===== src/design/bat_pkg.sv =====
package bat_pkg;

  localparam int POOL_LOG2_DEF = 10;
  localparam int BASE_W        = 48;
  localparam int SIZE_W        = 32;
  localparam int ALIGN_W       = 11;
  localparam int OFF_IN_W      = 32;
  localparam int OFF_OUT_W     = 10;
  localparam int BYTES_W       = 11;
  localparam int ERR_W         = 3;
  localparam int DIVIDEND_W    = BASE_W + 1;
  localparam int ST_W          = 2;
  // wide enough for a 33-bit padded size and a pool of up to 2^32
  localparam int CALC_W        = 34;

  typedef enum logic [ST_W-1:0] {
    ST_UNUSED  = 2'd0,
    ST_SPLIT   = 2'd1,
    ST_USED    = 2'd2,
    ST_USED_AL = 2'd3
  } node_st_t;

  typedef enum logic [ERR_W-1:0] {
    ERR_OK            = 3'd0,
    ERR_TOO_LARGE     = 3'd1,
    ERR_NO_SPACE      = 3'd2,
    ERR_UNALLOCATED   = 3'd3,
    ERR_OUTSIDE       = 3'd4,
    ERR_NOT_START     = 3'd5,
    ERR_ALIGNED_START = 3'd6
  } err_t;

endpackage


===== src/design/bat_rem_unit.sv =====
module bat_rem_unit (
  input  logic                             clk,
  input  logic                             rst_n,
  input  logic                             start,
  input  logic [bat_pkg::DIVIDEND_W-1:0]   dividend,
  input  logic [bat_pkg::ALIGN_W-1:0]      divisor,
  output logic                             done,
  output logic [bat_pkg::ALIGN_W-1:0]      rem
);

  localparam int CW = $clog2(bat_pkg::DIVIDEND_W);

  logic [CW-1:0]                     cnt_r;
  logic                              busy_r;
  logic                              done_r;
  logic [bat_pkg::DIVIDEND_W-1:0]    sh_r;
  logic [bat_pkg::ALIGN_W-1:0]       div_r;
  logic [bat_pkg::ALIGN_W-1:0]       r_r;
  logic [bat_pkg::ALIGN_W:0]         trial;
  logic [bat_pkg::ALIGN_W:0]         diff;
  logic [bat_pkg::ALIGN_W-1:0]       r_nxt;

  // restoring remainder, one dividend bit per cycle
  assign trial = {r_r, sh_r[bat_pkg::DIVIDEND_W-1]};
  assign diff  = trial - {1'b0, div_r};
  assign r_nxt = (trial >= {1'b0, div_r}) ? diff[bat_pkg::ALIGN_W-1:0]
                                          : trial[bat_pkg::ALIGN_W-1:0];

  always_ff @(posedge clk) begin
    if (!rst_n) begin
      busy_r <= 1'b0;
      done_r <= 1'b0;
      cnt_r  <= '0;
    end else begin
      done_r <= !start && busy_r && (cnt_r == CW'(bat_pkg::DIVIDEND_W - 1));
      if (start) begin
        busy_r <= 1'b1;
        cnt_r  <= '0;
        sh_r   <= dividend;
        div_r  <= divisor;
        r_r    <= '0;
      end else if (busy_r) begin
        r_r  <= r_nxt;
        sh_r <= sh_r << 1;
        cnt_r <= cnt_r + CW'(1);
        if (cnt_r == CW'(bat_pkg::DIVIDEND_W - 1)) begin
          busy_r <= 1'b0;
        end
      end
    end
  end

  assign done = done_r;
  assign rem  = r_r;

endmodule


===== config.mk =====
export PLATFORM = sky130hd
export DESIGN_NAME = bat_rem_unit
export DESIGN_NICKNAME = d
export VERILOG_FILES = /design/src/design/bat_pkg.sv /design/src/design/bat_rem_unit.sv
export SDC_FILE = /design/constraint.sdc
export NUM_CORES = 1
export LEC_CHECK = 0
export BUFFER_PORTS_ARGS = -buffer_cell sky130_fd_sc_hd__buf_4
export CORE_MARGIN = 2
export CORE_UTILIZATION = 49
export DETAILED_ROUTE_END_ITERATION = 8
export GPL_ROUTABILITY_DRIVEN = 1
export PLACE_DENSITY = 0.72
export SLEW_MARGIN = 15
export SYNTH_ARGS = -nofsm -noshare
export SYNTH_HDL_FRONTEND = slang
export SYNTH_SLANG_ARGS = --single-unit

===== constraint.sdc =====
create_clock -name clk -period 5.5 [get_ports clk]
set_input_delay 1.65 -clock clk [delete_from_list [all_inputs] [get_ports clk]]
set_output_delay 1.65 -clock clk [all_outputs]
set_load 0.01 [all_outputs]

== Word level (Yosys, flattened, before mapping) ==
Index checks and enable logic that the tools add are counted.

* Word-level logic and storage cells: 25
* Input port bits: 63
* Output and inout bits: 12
* Register bits: 79

* Reduce and logical (&&, ||, !) cells: 7
* Eq/ne operators: 1
* $lt $le $gt $ge: 1
* $add $sub $neg: 2
* Bitwise operators: 1
* Multiplexer cells: 7

{| class="wikitable"
|+ Operators by type and width
! kind !! number
|-
| 49-bit 2-to-1 mux || 2
|-
| 11-bit 2-to-1 mux || 2
|-
| 12-bit by 11-bit >= comparator with 1-bit output || 1
|-
| 11-bit subtractor || 1
|-
| 6-bit by 1-bit adder with 6-bit output (second input constant) || 1
|-
| 6-bit == test (second input constant) || 1
|-
| 2-bit AND reduction || 2
|-
| 1-bit 2-to-1 mux || 3
|-
| 1-bit logical AND || 2
|-
| 2-bit nonzero test || 1
|-
| 2-bit OR reduction || 1
|-
| 1-bit zero test || 1
|-
| 1-bit NOT || 1
|}

== Logic depth before layout (Yosys ltp) ==
Gate-level depths: netlist of the first run.

* Depth after elaboration: 4
* Mapped depth: 10
* Gate-level depth less buffers: 9

== Least setup slack after synthesis of the first run ==
OpenSTA, ideal clock, no wires.

* Path type: input to register
* From: input start
* To: register r_r (netlist bit rem[0]), enable pin
* Arrival time: 3342 ps
* Buffers on the path: 1
* Library setup time: 423 ps
* Data required time: 5077 ps
* Cell stages on the path: 2
* Slack: 1735 ps
* Path through: clkbuf_1 > o21a_1

* Word-level cells in the longest chain between the ends: 2

{| class="wikitable"
|+ Ends and longest elaborated chain
! item !! RTL line !! RTL
|-
| start: declaration || bat_rem_unit.sv:4 || <nowiki>input logic start,</nowiki>
|-
| 2-bit nonzero test (no line) || - ||
|-
| 2-bit AND reduction (no line) || - ||
|-
| end signal: assignment || bat_rem_unit.sv:43 || <nowiki>r_r <= r_nxt;</nowiki>
|-
| end: declaration || bat_rem_unit.sv:18 || <nowiki>logic [bat_pkg::ALIGN_W-1:0] r_r;</nowiki>
|}

No other way between the ends.
A chain may end at the register's enable or synchronous reset.

== Worst setup path in the final report of the first run ==
* From: input start
* To: register sh_r[36] (netlist name), enable pin

* Word-level cells in the longest chain between the ends: 2

{| class="wikitable"
|+ Ends and longest elaborated chain
! item !! RTL line !! RTL
|-
| 2-bit nonzero test (no line) || - ||
|-
| 2-bit AND reduction (no line) || - ||
|-
| end signal: assignment || bat_rem_unit.sv:39 || <nowiki>sh_r <= dividend;</nowiki>
|-
| end signal: assignment || bat_rem_unit.sv:44 || <nowiki>sh_r <= sh_r << 1;</nowiki>
|-
| end: declaration || bat_rem_unit.sv:16 || <nowiki>logic [bat_pkg::DIVIDEND_W-1:0] sh_r;</nowiki>
|}

No other way between the ends.

==> out/metrics.yaml, run 1 <==
status: "completed"
setup_repair_after_global_routing_missed_its_margin: "false"
max_freq_ghz: 0.279
ys_ff_latch: 79
largest_net_degree_at_the_start_of_global_routing: 67
power.share.clock_pct: 30.7
vias: 2400
most_used_flip_flop_cell_after_synthesis: "edfxtp_1"
timing.clock.skew_ps: 7.14
wp_data_required_ps: 5520
routed_via_density: 5.15
dp_worst_setup_slack_ps: 1540
layout_worst_path_cycle_share_pct: 65.1
max_cap_violations: 0
routedWlPerCell_um: 14.8
final_cell_count_no_fill: 466
worst_setup_path_end_kind: "flip-flop"
ys_types: 42
hpwl_mm: 4.87
timing_worst_slew_pin_value_ps: 1050
numPlacedInstances: 450
initial_utilization_pct: 49.9
power.sequential.fraction_pct: 50.6
drt-total-wl_mm: 6.88
num_io_pins: 75
static-leakage-power_nw: 1.82
finalInstanceArea_um2: 4670
hold_fails_final_rpt: 0
clock_tree.root_cell: "clkbuf_8"
irDropWorstVdd_mv: 0.185
r2r.worst_path.cells: 9
critical_path.slowest_cell: "o21a_2"
slew_violations: 0
layout-drive-gt1-share_pct: 39.8
sequential_cell_area_fraction_in_the_yosys_report_pct: 60.0
cts_setup_buffers: 0
initial_antenna_violation_count: 0
number_of_global_route_vias_before_repair: 2369
worst_case_register_to_register_setup_slack_ps: 2620
worst_reg2reg_path_startpoint: "sh_r[48]$_DFFE_PP_"
synth-warning-count: 0
post_synth_instance_area_um2: 3820
path_buf_inv: 2
max-slew-margin-rel_pct: 30.3
post_cts.resized_instances: 0
die_x_um: 92.3
design.die.area_um2: 8510
port-buffer-count: 74
hold-path-endpoint: "cnt_r[5]$_SDFFE_PP0P_"
critical-path-top-delay-family: "buffers and inverters"
worst_path_most_repeated_cell: "buf_4"
fin_tns_setup_ps: 0
nets: 436
synth_fp_nets: 360
crit_arrival_ps: 3600
power_density_nw_per_um2: 307
placed_cell_area_um2: 4470
gp_routability_congestion: 0.873
final.fill_count: 619
antenna_cells: 0
drt_pass1_iterations: 4
holdPathStages: 2
worst_setup_path_start_kind: "input port"
hold-worst-slack_ps: 491
grt_overflow_total: 0
final-setup-viol-count: 0
clock_pin_slew_on_the_worst_setup_and_hold_paths_ps: 70
internal-power_mw: 1.09
postLayoutCoreUtil_pct: 61.1
placement_rows: 32
min_period_ps: 3580
clock_insertion_delay_worst_skew_ps: 330
max-clock-path-buffers: 2
final_critical_path_setup_slack_ps: 1920
total_power_mw: 1.43
synth_enable_flop_cells: 71
min_from: "cnt_r[5]$_SDFFE_PP0P_"
chipHeight_um: 92.3
slowest_delay_ps: 920
worstReg2RegEnd: "rem[10]$_SDFFCE_PP0P_"
syn_to_final_growth_pct: 22.4
sw_frac_of_total_pct: 23.8
cts.htree.levels: 3
initialDrtViolationCount: 178
share_comb_of_total_power_pct: 18.6
core_area_um2: 7650
cts-buffers-inserted: 9
power.net_switching_uw: 341
grt.total_usage_pct: 16.8
critical_path.cell_chain: "buf_4 -> o21a_2 -> buf_4"
class_of_the_worst_hold_path: "reg2reg"
route.detailed.drc: 0
worstPathMaxFanout: 66
postCtsHoldBufs: 0
syn_inst: 283
asyncSetResetFlopFracSynth_pct: 0
postSynthAreaPerCell_um2: 13.5
antenna_left: 0
cts.sink_count: 79
grt_pass1_wl_mm: 11.1
setup.worst_path.class: "in2reg"
tritoncts_clock_tree: "yes"
[flip-flops by register name, indices dropped and copies added, names as in the netlist]
signal and count:
cnt_r 6, busy_r 1, rem 11, sh_r 49, done 1, div_r 11
[logic make-up (layout without fill, tap and decap cells)]
logic type / after synthesis / count (layout) / synth area share [%]
fa+ha+maj: 14 / 14 / 4.79
flops: 79 / 79 / 60.0
xor+xnor: 8 / 8 / 1.84
compound gates: 40 / 40 / 7.15
simple gates: 63 / 63 / 8.19
mux: 52 / 52 / 15.2
buf+inv: 27 / 108 / 2.79
[Yosys cell counts, drive strengths merged (2+ instances only)]
cell,n,area share [%]
nand3,5,0.66
nand4,4,0.66
o31ai,3,0.59
or3,4,0.66
xor2,4,0.92
dfxtp,8,4.2
o21ai,7,0.92
a31oi,2,0.33
mux2i,4,1.0
a21oi,15,2.5
nand3b,4,0.79
o21a,5,0.98
a211oi,3,0.59
ha,13,4.3
inv,17,1.7
nand2,15,1.5
buf,4,0.52
edfxtp,71,56
xnor2,4,0.92
clkbuf,6,0.59
mux2,48,14
or3b,2,0.46
and2,2,0.33
nand2b,2,0.39
nor2,21,2.1
[worst max-delay path by stage]
stage	from	to	slack (ps)	cells after the start
after floorplan	start	rem[0]$_SDFFCE_PP0P_	1730	2
after global placement	start	sh_r[33]$_DFFE_PP_	1570	3
after detailed placement	start	sh_r[27]$_DFFE_PP_	1540	3
after CTS	start	sh_r[36]$_DFFE_PP_	1890	3
after global routing	start	sh_r[8]$_DFFE_PP_	1750	3
final	start	sh_r[36]$_DFFE_PP_	1920	3
[power groups by stage]
stage / registers [mW] / logic (mW) / clock network [mW]
5_1_grt: 0.730 / 0.296 / 0.474
2_1_floorplan: 0.737 / 0.180 / 0
3_5_place_dp: 0.739 / 0.267 / 0
4_1_cts: 0.726 / 0.269 / 0.453
6_report: 0.726 / 0.267 / 0.441
3_3_place_gp: 0.738 / 0.262 / 0
[area by class of cell]
class	instances	area, um^2	share of cell area [%]
repair buffers	75	563	12.1
clock buffers	11	131	2.81
inverters	17	63.8	1.37
flip-flops and latches	79	2290	49.1
multi-input cells	177	1420	30.4
clock inverters	5	72.6	1.55
well taps	102	128	2.73
[cell usage in the layout, fill, tap and decap left out, drive strengths merged, types with 7 or more instances in the layout]
cell and count:
buf 75, mux2 48, nand2 15, o21ai 7
ha 13, clkbuf 11, inv 17, a21oi 15
nor2 21, dfxtp 8, edfxtp 71
[per-layer routing]
| metal | global-route usage, % | share of wire [%] |
|---|---|---|
| met1 | 22.4 | 45 |
| met2 | 27.1 | 50 |
| met3 | 3.04 | 3.2 |
| met4 | 7.46 | 2.0 |
| met5 | 0 | 0 |
[worst min-delay path: stages (launching register included)]
cell and delay, ps:
dfxtp_1 320, o21ai_0 70, a21oi_1 60
No activity file was read; power rests on OpenSTA's default activity.
==> run 2, diff against run 1 <==
==> constraint.sdc (replaced) <==
create_clock -name clk -period 3.75 [get_ports clk]
set_input_delay 1.125 -clock clk [delete_from_list [all_inputs] [get_ports clk]]
set_output_delay 1.125 -clock clk [all_outputs]
set_load 0.01 [all_outputs]
==> run 2 against run 1 <==
Global-route usage rose by 1.0 points. Routed wire length rose by 3.4%. First-iteration DRC count fell by 42%. Largest power group unchanged. Via count rose by 0.63%. Non-clock buffer count rose by 2. Die area did not move. Clock-buffer cell count fell by 1. Critical path depth rose by 6. Power rose by 54%. Largest cell class unchanged. Critical endpoint is now rem[10]$_SDFFCE_PP0P_. Clock power rose by 70%.
==> out/metrics.yaml, run 2 (synthesis results as in run 1) <==
largest_register: "sh_r"  # unchanged
antenna_left: 0  # unchanged
final-setup-viol-count: 0  # unchanged
critPathCapture: "rem[10]$_SDFFCE_PP0P_"  # was sh_r[36]$_DFFE_PP_
numPlacedInstances: 452  # was 450
final_common_cell: "buf_4"  # unchanged
status: "completed"  # unchanged
route.detailed.drc: 0  # unchanged
cts.sink_count: 79  # unchanged
tritoncts_clock_tree: "yes"  # unchanged
num_io_pins: 75  # unchanged
worstPathMaxFanout: 13  # was 66
die_x_um: 92.3  # unchanged
cts.htree.levels: 3  # unchanged
static-leakage-power_nw: 1.85  # was 1.82 nW
chipHeight_um: 92.3  # unchanged
class_of_the_worst_hold_path: "reg2reg"  # unchanged
layout-drive-gt1-share_pct: 40.7  # was 39.8%
share_comb_of_total_power_pct: 17.7  # was 18.6%
setup.worst_path.class: "reg2reg"  # was in2reg
vias: 2415  # was 2400
antenna_cells: 0  # unchanged
max_freq_ghz: 0.359
layout.cells.most_common_list: "buf_4, edfxtp_1, mux2_2"  # unchanged
largest_net_degree_at_the_start_of_global_routing: 48  # was 67
initialDrtViolationCount: 103  # was 178
initial_antenna_violation_count: 0  # unchanged
layout_worst_path_cycle_share_pct: 74.2
hold_fails_final_rpt: 0  # unchanged
largest_reg_flops: 49  # unchanged
post_cts.resized_instances: 0  # unchanged
cts_setup_buffers: 0  # unchanged
clock_tree.root_cell: "clkbuf_8"  # unchanged
power.sequential.fraction_pct: 48.2  # was 50.6%
holdPathStages: 2  # unchanged
worstReg2RegEnd: "rem[10]$_SDFFCE_PP0P_"  # unchanged
grt_overflow_total: 0  # unchanged
grt.total_usage_pct: 17.8  # was 16.8%
grt_pass1_wl_mm: 11.6  # was 11.1 mm
syn_to_final_growth_pct: 23.9  # was 22.4%
timing_worst_slew_pin_value_ps: 623  # was 1050 ps
hold-worst-slack_ps: 511  # was 491 ps
final_cell_count_no_fill: 468  # was 466
max-slew-margin-rel_pct: 58.5  # was 30.3%
design.die.area_um2: 8510  # unchanged
setup_repair_after_global_routing_missed_its_margin: "false"  # unchanged
startpoint: "sh_r[48]$_DFFE_PP_"  # was start
routedWlPerCell_um: 15.2  # was 14.8 um
wp_data_required_ps: 3860  # was 5520 ps
sw_frac_of_total_pct: 24.0  # was 23.8%
internal-power_mw: 1.67  # was 1.09 mW
final.fill_count: 640  # was 619
max-clock-path-buffers: 2  # unchanged
slew_violations: 0  # unchanged
drt_pass1_iterations: 4  # unchanged
irDropWorstVdd_mv: 0.211  # was 0.185 mV
gp_routability_congestion: 0.855  # was 0.873
worst_setup_path_start_kind: "flip-flop"  # was input port
worst_setup_path_end_kind: "flip-flop"  # unchanged
max_cap_violations: 0  # unchanged
cts-buffers-inserted: 9  # unchanged
hpwl_mm: 5.04  # was 4.87 mm
power.net_switching_uw: 529  # was 341 uW
drt-total-wl_mm: 7.12  # was 6.88 mm
r2r.worst_path.cells: 9  # unchanged
power.share.clock_pct: 34.1  # was 30.7%
port-buffer-count: 74  # unchanged
nets: 438  # was 436
routed_via_density: 5.16  # was 5.15
initial_utilization_pct: 49.9  # unchanged
clock_pin_slew_on_the_worst_setup_and_hold_paths_ps: 80  # was 70 ps
timing.clock.skew_ps: 8.24  # was 7.14 ps
postCtsHoldBufs: 0  # unchanged
min_period_ps: 2780
crit_arrival_ps: 2890  # was 3600 ps
placement_rows: 32  # unchanged
number_of_global_route_vias_before_repair: 2446  # was 2369
worst_reg2reg_path_startpoint: "sh_r[48]$_DFFE_PP_"  # unchanged
worst_case_register_to_register_setup_slack_ps: 970  # was 2620 ps
fin_tns_setup_ps: 0  # unchanged
power_density_nw_per_um2: 466  # was 307 nW/um^2
core_area_um2: 7650  # unchanged
clock_insertion_delay_worst_skew_ps: 350  # was 330 ps
[run 2: changes by cell type in the layout (fill, tap and decap cells not counted), sizes merged]
| cell | change |
|---|---|
| buf | +2 |
| clkinv | -1 |
| clkbuf | -1 |
| bufinv | +1 |
| inv | +1 |
[run 2: worst max-delay path: stages (launching register included)]
cell and delay (ps):
edfxtp_1 360, inv_1 50, ha_1 220, fa_1 400, nand2b_2 230, a21oi_4 150
o2111ai_2 170, a21oi_2 550, nor3b_1 120, a211o_1 280
[run 2: routing by layer]
layer / part of all wire (%) / track usage, % / wire [um] / vias to the layer above
li1: - / - / - / 1206
met1: 43 / 22.5 / 3080 / 1145
met2: 51 / 30.0 / 3590 / 50
met3: 3.9 / 3.12 / 279 / 14
met4: 2.3 / 8.33 / 165 / 0
met5: 0 / 0 / 0 / -
[run 2: layout make-up]
cell class                      instances  area (um^2)  area share [%]
Tap cell                              102          128            2.70
Sequential cell                        79         2290            48.5
Clock inverter                          6          108            2.28
Inverter                               17         63.8            1.35
Timing Repair Buffer                   77          591            12.5
Clock buffer                           10          128            2.70
Multi-Input combinational cell        177         1420            30.0
[run 2: power groups by stage]
stage / combinational [mW] / clock (mW) / sequential [mW]
2_1_floorplan: 0.265 / 0 / 1.08
3_3_place_gp: 0.382 / 0 / 1.08
3_5_place_dp: 0.392 / 0 / 1.08
4_1_cts: 0.394 / 0.766 / 1.06
5_1_grt: 0.437 / 0.792 / 1.07
6_report: 0.390 / 0.751 / 1.06
[run 2: worst min-delay path by stage]
stage                                from                     to  slack, ps
floorplan           cnt_r[5]$_SDFFE_PP0P_  cnt_r[5]$_SDFFE_PP0P_        460
global placement    cnt_r[5]$_SDFFE_PP0P_  cnt_r[5]$_SDFFE_PP0P_        480
detailed placement  cnt_r[5]$_SDFFE_PP0P_  cnt_r[5]$_SDFFE_PP0P_        490
CTS                 cnt_r[5]$_SDFFE_PP0P_  cnt_r[5]$_SDFFE_PP0P_        500
global route        cnt_r[5]$_SDFFE_PP0P_  cnt_r[5]$_SDFFE_PP0P_        520
finish              cnt_r[5]$_SDFFE_PP0P_  cnt_r[5]$_SDFFE_PP0P_        510
[run 2: per-stage QoR]
| step | total power [mW] | worst slack, ps | cell area, um^2 | utilization [%] |
|---|---|---|---|---|
| floorplan | 1.35 | 510 | 3820 | - |
| global placement | 1.46 | 1070 | 4490 | 58.8 |
| detailed placement | 1.48 | 982 | 4490 | 58.8 |
| CTS | 2.22 | 967 | 4730 | 61.8 |
| global route | 2.30 | 785 | 4730 | 61.8 |
| finish | 2.20 | 968 | 4730 | 61.8 |
==> run 3, diff against run 2 <==
==> constraint.sdc (replaced) <==
create_clock -name clk -period 2.7 [get_ports clk]
set_input_delay 0.81 -clock clk [delete_from_list [all_inputs] [get_ports clk]]
set_output_delay 0.81 -clock clk [all_outputs]
set_load 0.01 [all_outputs]
==> run 3 against run 2 <==
Die area is the same. Global-route usage down 0.71 points. Setup slack worse by 760 ps. Critical path depth unchanged. Fmax grew 11%. Utilization down 0.25 points. Register-to-register slack worse by 760 ps. Sequential power up 40%.
==> out/metrics.yaml, run 3 (synthesis results as in run 1) <==
max-slew-margin-rel_pct: 61.2  # was 58.5%
max-clock-path-buffers: 2  # unchanged
drt_pass1_iterations: 4  # unchanged
grt.total_usage_pct: 17.1  # was 17.8%
die_x_um: 92.3  # unchanged
initial_utilization_pct: 49.9  # unchanged
critPathCapture: "rem[4]$_SDFFCE_PP0P_"  # was rem[10]$_SDFFCE_PP0P_
timing.clock.skew_ps: 11.9  # was 8.24 ps
hpwl_mm: 4.91  # was 5.04 mm
wp_data_required_ps: 2900  # was 3860 ps
final_common_cell: "buf_4"  # unchanged
hold_fails_final_rpt: 0  # unchanged
grt_pass1_wl_mm: 11.3  # was 11.6 mm
cts.sink_count: 79  # unchanged
share_comb_of_total_power_pct: 19.3  # was 17.7%
cts-buffers-inserted: 9  # unchanged
chipHeight_um: 92.3  # unchanged
critical_path.cell_chain: "inv_1 -> ha_1 -> fa_1 -> nand2b_2 -> a21oi_4 -> o2111ai_2 -> a21o_2 -> or3_1 -> a21oi_2"  # was inv_1 -> ha_1 -> fa_1 -> nand2b_2 -> a21oi_4 -> o2111ai_2 -> a21oi_2 -> nor3b_1 -> a211o_1
max_cap_violations: 0  # unchanged
routedWlPerCell_um: 14.5  # was 15.2 um
critical_path.slowest_cell: "fa_1"  # was a21oi_2
placement_rows: 32  # unchanged
r2r.worst_path.cells: 9  # unchanged
core_area_um2: 7650  # unchanged
layout.cells.most_common_list: "buf_4, edfxtp_1, mux2_2"  # unchanged
worst_setup_path_end_kind: "flip-flop"  # unchanged
worstReg2RegEnd: "rem[4]$_SDFFCE_PP0P_"  # was rem[10]$_SDFFCE_PP0P_
clock_tree.root_cell: "clkbuf_8"  # unchanged
routed_via_density: 5.17  # was 5.16
clock_pin_slew_on_the_worst_setup_and_hold_paths_ps: 80  # about the same
min_period_ps: 2500  # was 2780 ps
largest_register: "sh_r"  # unchanged
final_critical_path_setup_slack_ps: 204  # was 968 ps
nets: 439  # was 438
status: "completed"  # unchanged
slew_violations: 0  # unchanged
slowest_delay_ps: 390  # was 550 ps
fin_tns_setup_ps: 0  # unchanged
num_io_pins: 75  # unchanged
crit_arrival_ps: 2690  # was 2890 ps
initial_antenna_violation_count: 0  # unchanged
min_from: "cnt_r[5]$_SDFFE_PP0P_"  # unchanged
power.sequential.fraction_pct: 51.3  # was 48.2%
final.fill_count: 605  # was 640
initialDrtViolationCount: 73  # was 103
setup.worst_path.class: "reg2reg"  # unchanged
syn_to_final_growth_pct: 23.4  # was 23.9%
worst_setup_path_start_kind: "flip-flop"  # unchanged
cts.htree.levels: 3  # unchanged
antenna_left: 0  # unchanged
internal-power_mw: 2.14  # was 1.67 mW
gp_routability_congestion: 0.833  # was 0.855
startpoint: "sh_r[48]$_DFFE_PP_"  # unchanged
worst_reg2reg_path_startpoint: "sh_r[48]$_DFFE_PP_"  # unchanged
route.detailed.drc: 0  # unchanged
dp_worst_setup_slack_ps: 188  # was 982 ps
power.share.clock_pct: 29.4  # was 34.1%
static-leakage-power_nw: 1.83  # was 1.85 nW
max_freq_ghz: 0.401  # was 0.359 GHz
vias: 2425  # was 2415
worst_case_register_to_register_setup_slack_ps: 200  # was 970 ps
worstPathMaxFanout: 7  # was 13
largest_net_degree_at_the_start_of_global_routing: 49  # was 48
grt_overflow_total: 0  # unchanged
layout_worst_path_cycle_share_pct: 92.4  # was 74.2%
class_of_the_worst_hold_path: "reg2reg"  # unchanged
sw_frac_of_total_pct: 25.4  # was 24.0%
drt-total-wl_mm: 6.80  # was 7.12 mm
number_of_global_route_vias_before_repair: 2400  # was 2446
largest_reg_flops: 49  # unchanged
final-setup-viol-count: 0  # unchanged
power_density_nw_per_um2: 610  # was 466 nW/um^2
layout-drive-gt1-share_pct: 40.9  # was 40.7%
power.net_switching_uw: 731  # was 529 uW
clock_insertion_delay_worst_skew_ps: 350  # about the same
tritoncts_clock_tree: "yes"  # unchanged
port-buffer-count: 74  # unchanged
design.die.area_um2: 8510  # unchanged
postCtsHoldBufs: 0  # unchanged
timing_worst_slew_pin_value_ps: 582  # was 623 ps
setup_repair_after_global_routing_missed_its_margin: "false"  # unchanged
irDropWorstVdd_mv: 0.314  # was 0.211 mV
antenna_cells: 0  # unchanged
## run 3: changes by cell type in the layout (fill, tap and decap cells not counted), sizes merged
cell,change
clkinvlp,+3
buf,+1
inv,-1
bufinv,-2
## run 3: how the worst min path moves through the flow
stage / end / slack [ps] / cells after the start
global placement: cnt_r[5]$_SDFFE_PP0P_ / 470 / 2
global route: done$_SDFF_PN0_ / 550 / 2
floorplan: cnt_r[5]$_SDFFE_PP0P_ / 460 / 2
finish: done$_SDFF_PN0_ / 510 / 2
detailed placement: cnt_r[5]$_SDFFE_PP0P_ / 500 / 2
CTS: cnt_r[5]$_SDFFE_PP0P_ / 510 / 2
## run 3: repair_timing
item | CTS | global route
endpoints found under the setup margin | 0 | 1
setup buffers | 0 | 0
resized for setup | 0 | 1
## run 3: routing by layer
layer	up-vias	share of wire, %	GRT usage, %	wire length, um
li1	1207	-	-	-
met1	1158	45	22.4	3040
met2	49	49	27.5	3330
met3	11	4.1	3.12	277
met4	0	2.3	8.71	154
met5	-	0	0	0
## run 3: final cells by class
type	count	area (um^2)	share of cell area, %
clock buffers	10	128	2.71
clock inverters	6	61.3	1.30
repair buffers	78	611	13.0
multi-input cells	177	1430	30.3
flip-flops and latches	79	2290	48.7
inverters	17	63.8	1.35
well taps	102	128	2.71
## run 3: power by group through the flow
stage	Combinational, mW	Clock (mW)	Sequential (mW)
2_1_floorplan	0.368	0	1.50
3_3_place_gp	0.540	0	1.50
3_5_place_dp	0.551	0	1.50
4_1_cts	0.554	0.871	1.48
5_1_grt	0.621	0.903	1.49
6_report	0.555	0.845	1.48
## run 3: through the flow
step           instance area, um^2  utilization (%)  instances  total power [mW]  hold slack (ps)
6_report                      4710             61.6        469              2.88              515
5_1_grt                       4710             61.6        469              3.01              548
4_1_cts                       4700             61.5        469              2.90              509
3_5_place_dp                  4510             59.0        453              2.06              497
3_3_place_gp                  4510             59.0        453              2.04              472
2_1_floorplan                 3820                -        283              1.87              458
## run 3: worst max-delay path, delay by kind of cell, from the launching register on
| kind | cells | cell delay (ps) |
|---|---|---|
| compound gates | 4 | 760 |
| fa+ha+maj | 2 | 600 |
| simple gates | 2 | 590 |
| flops | 1 | 350 |
| buf+inv | 1 | 50 |
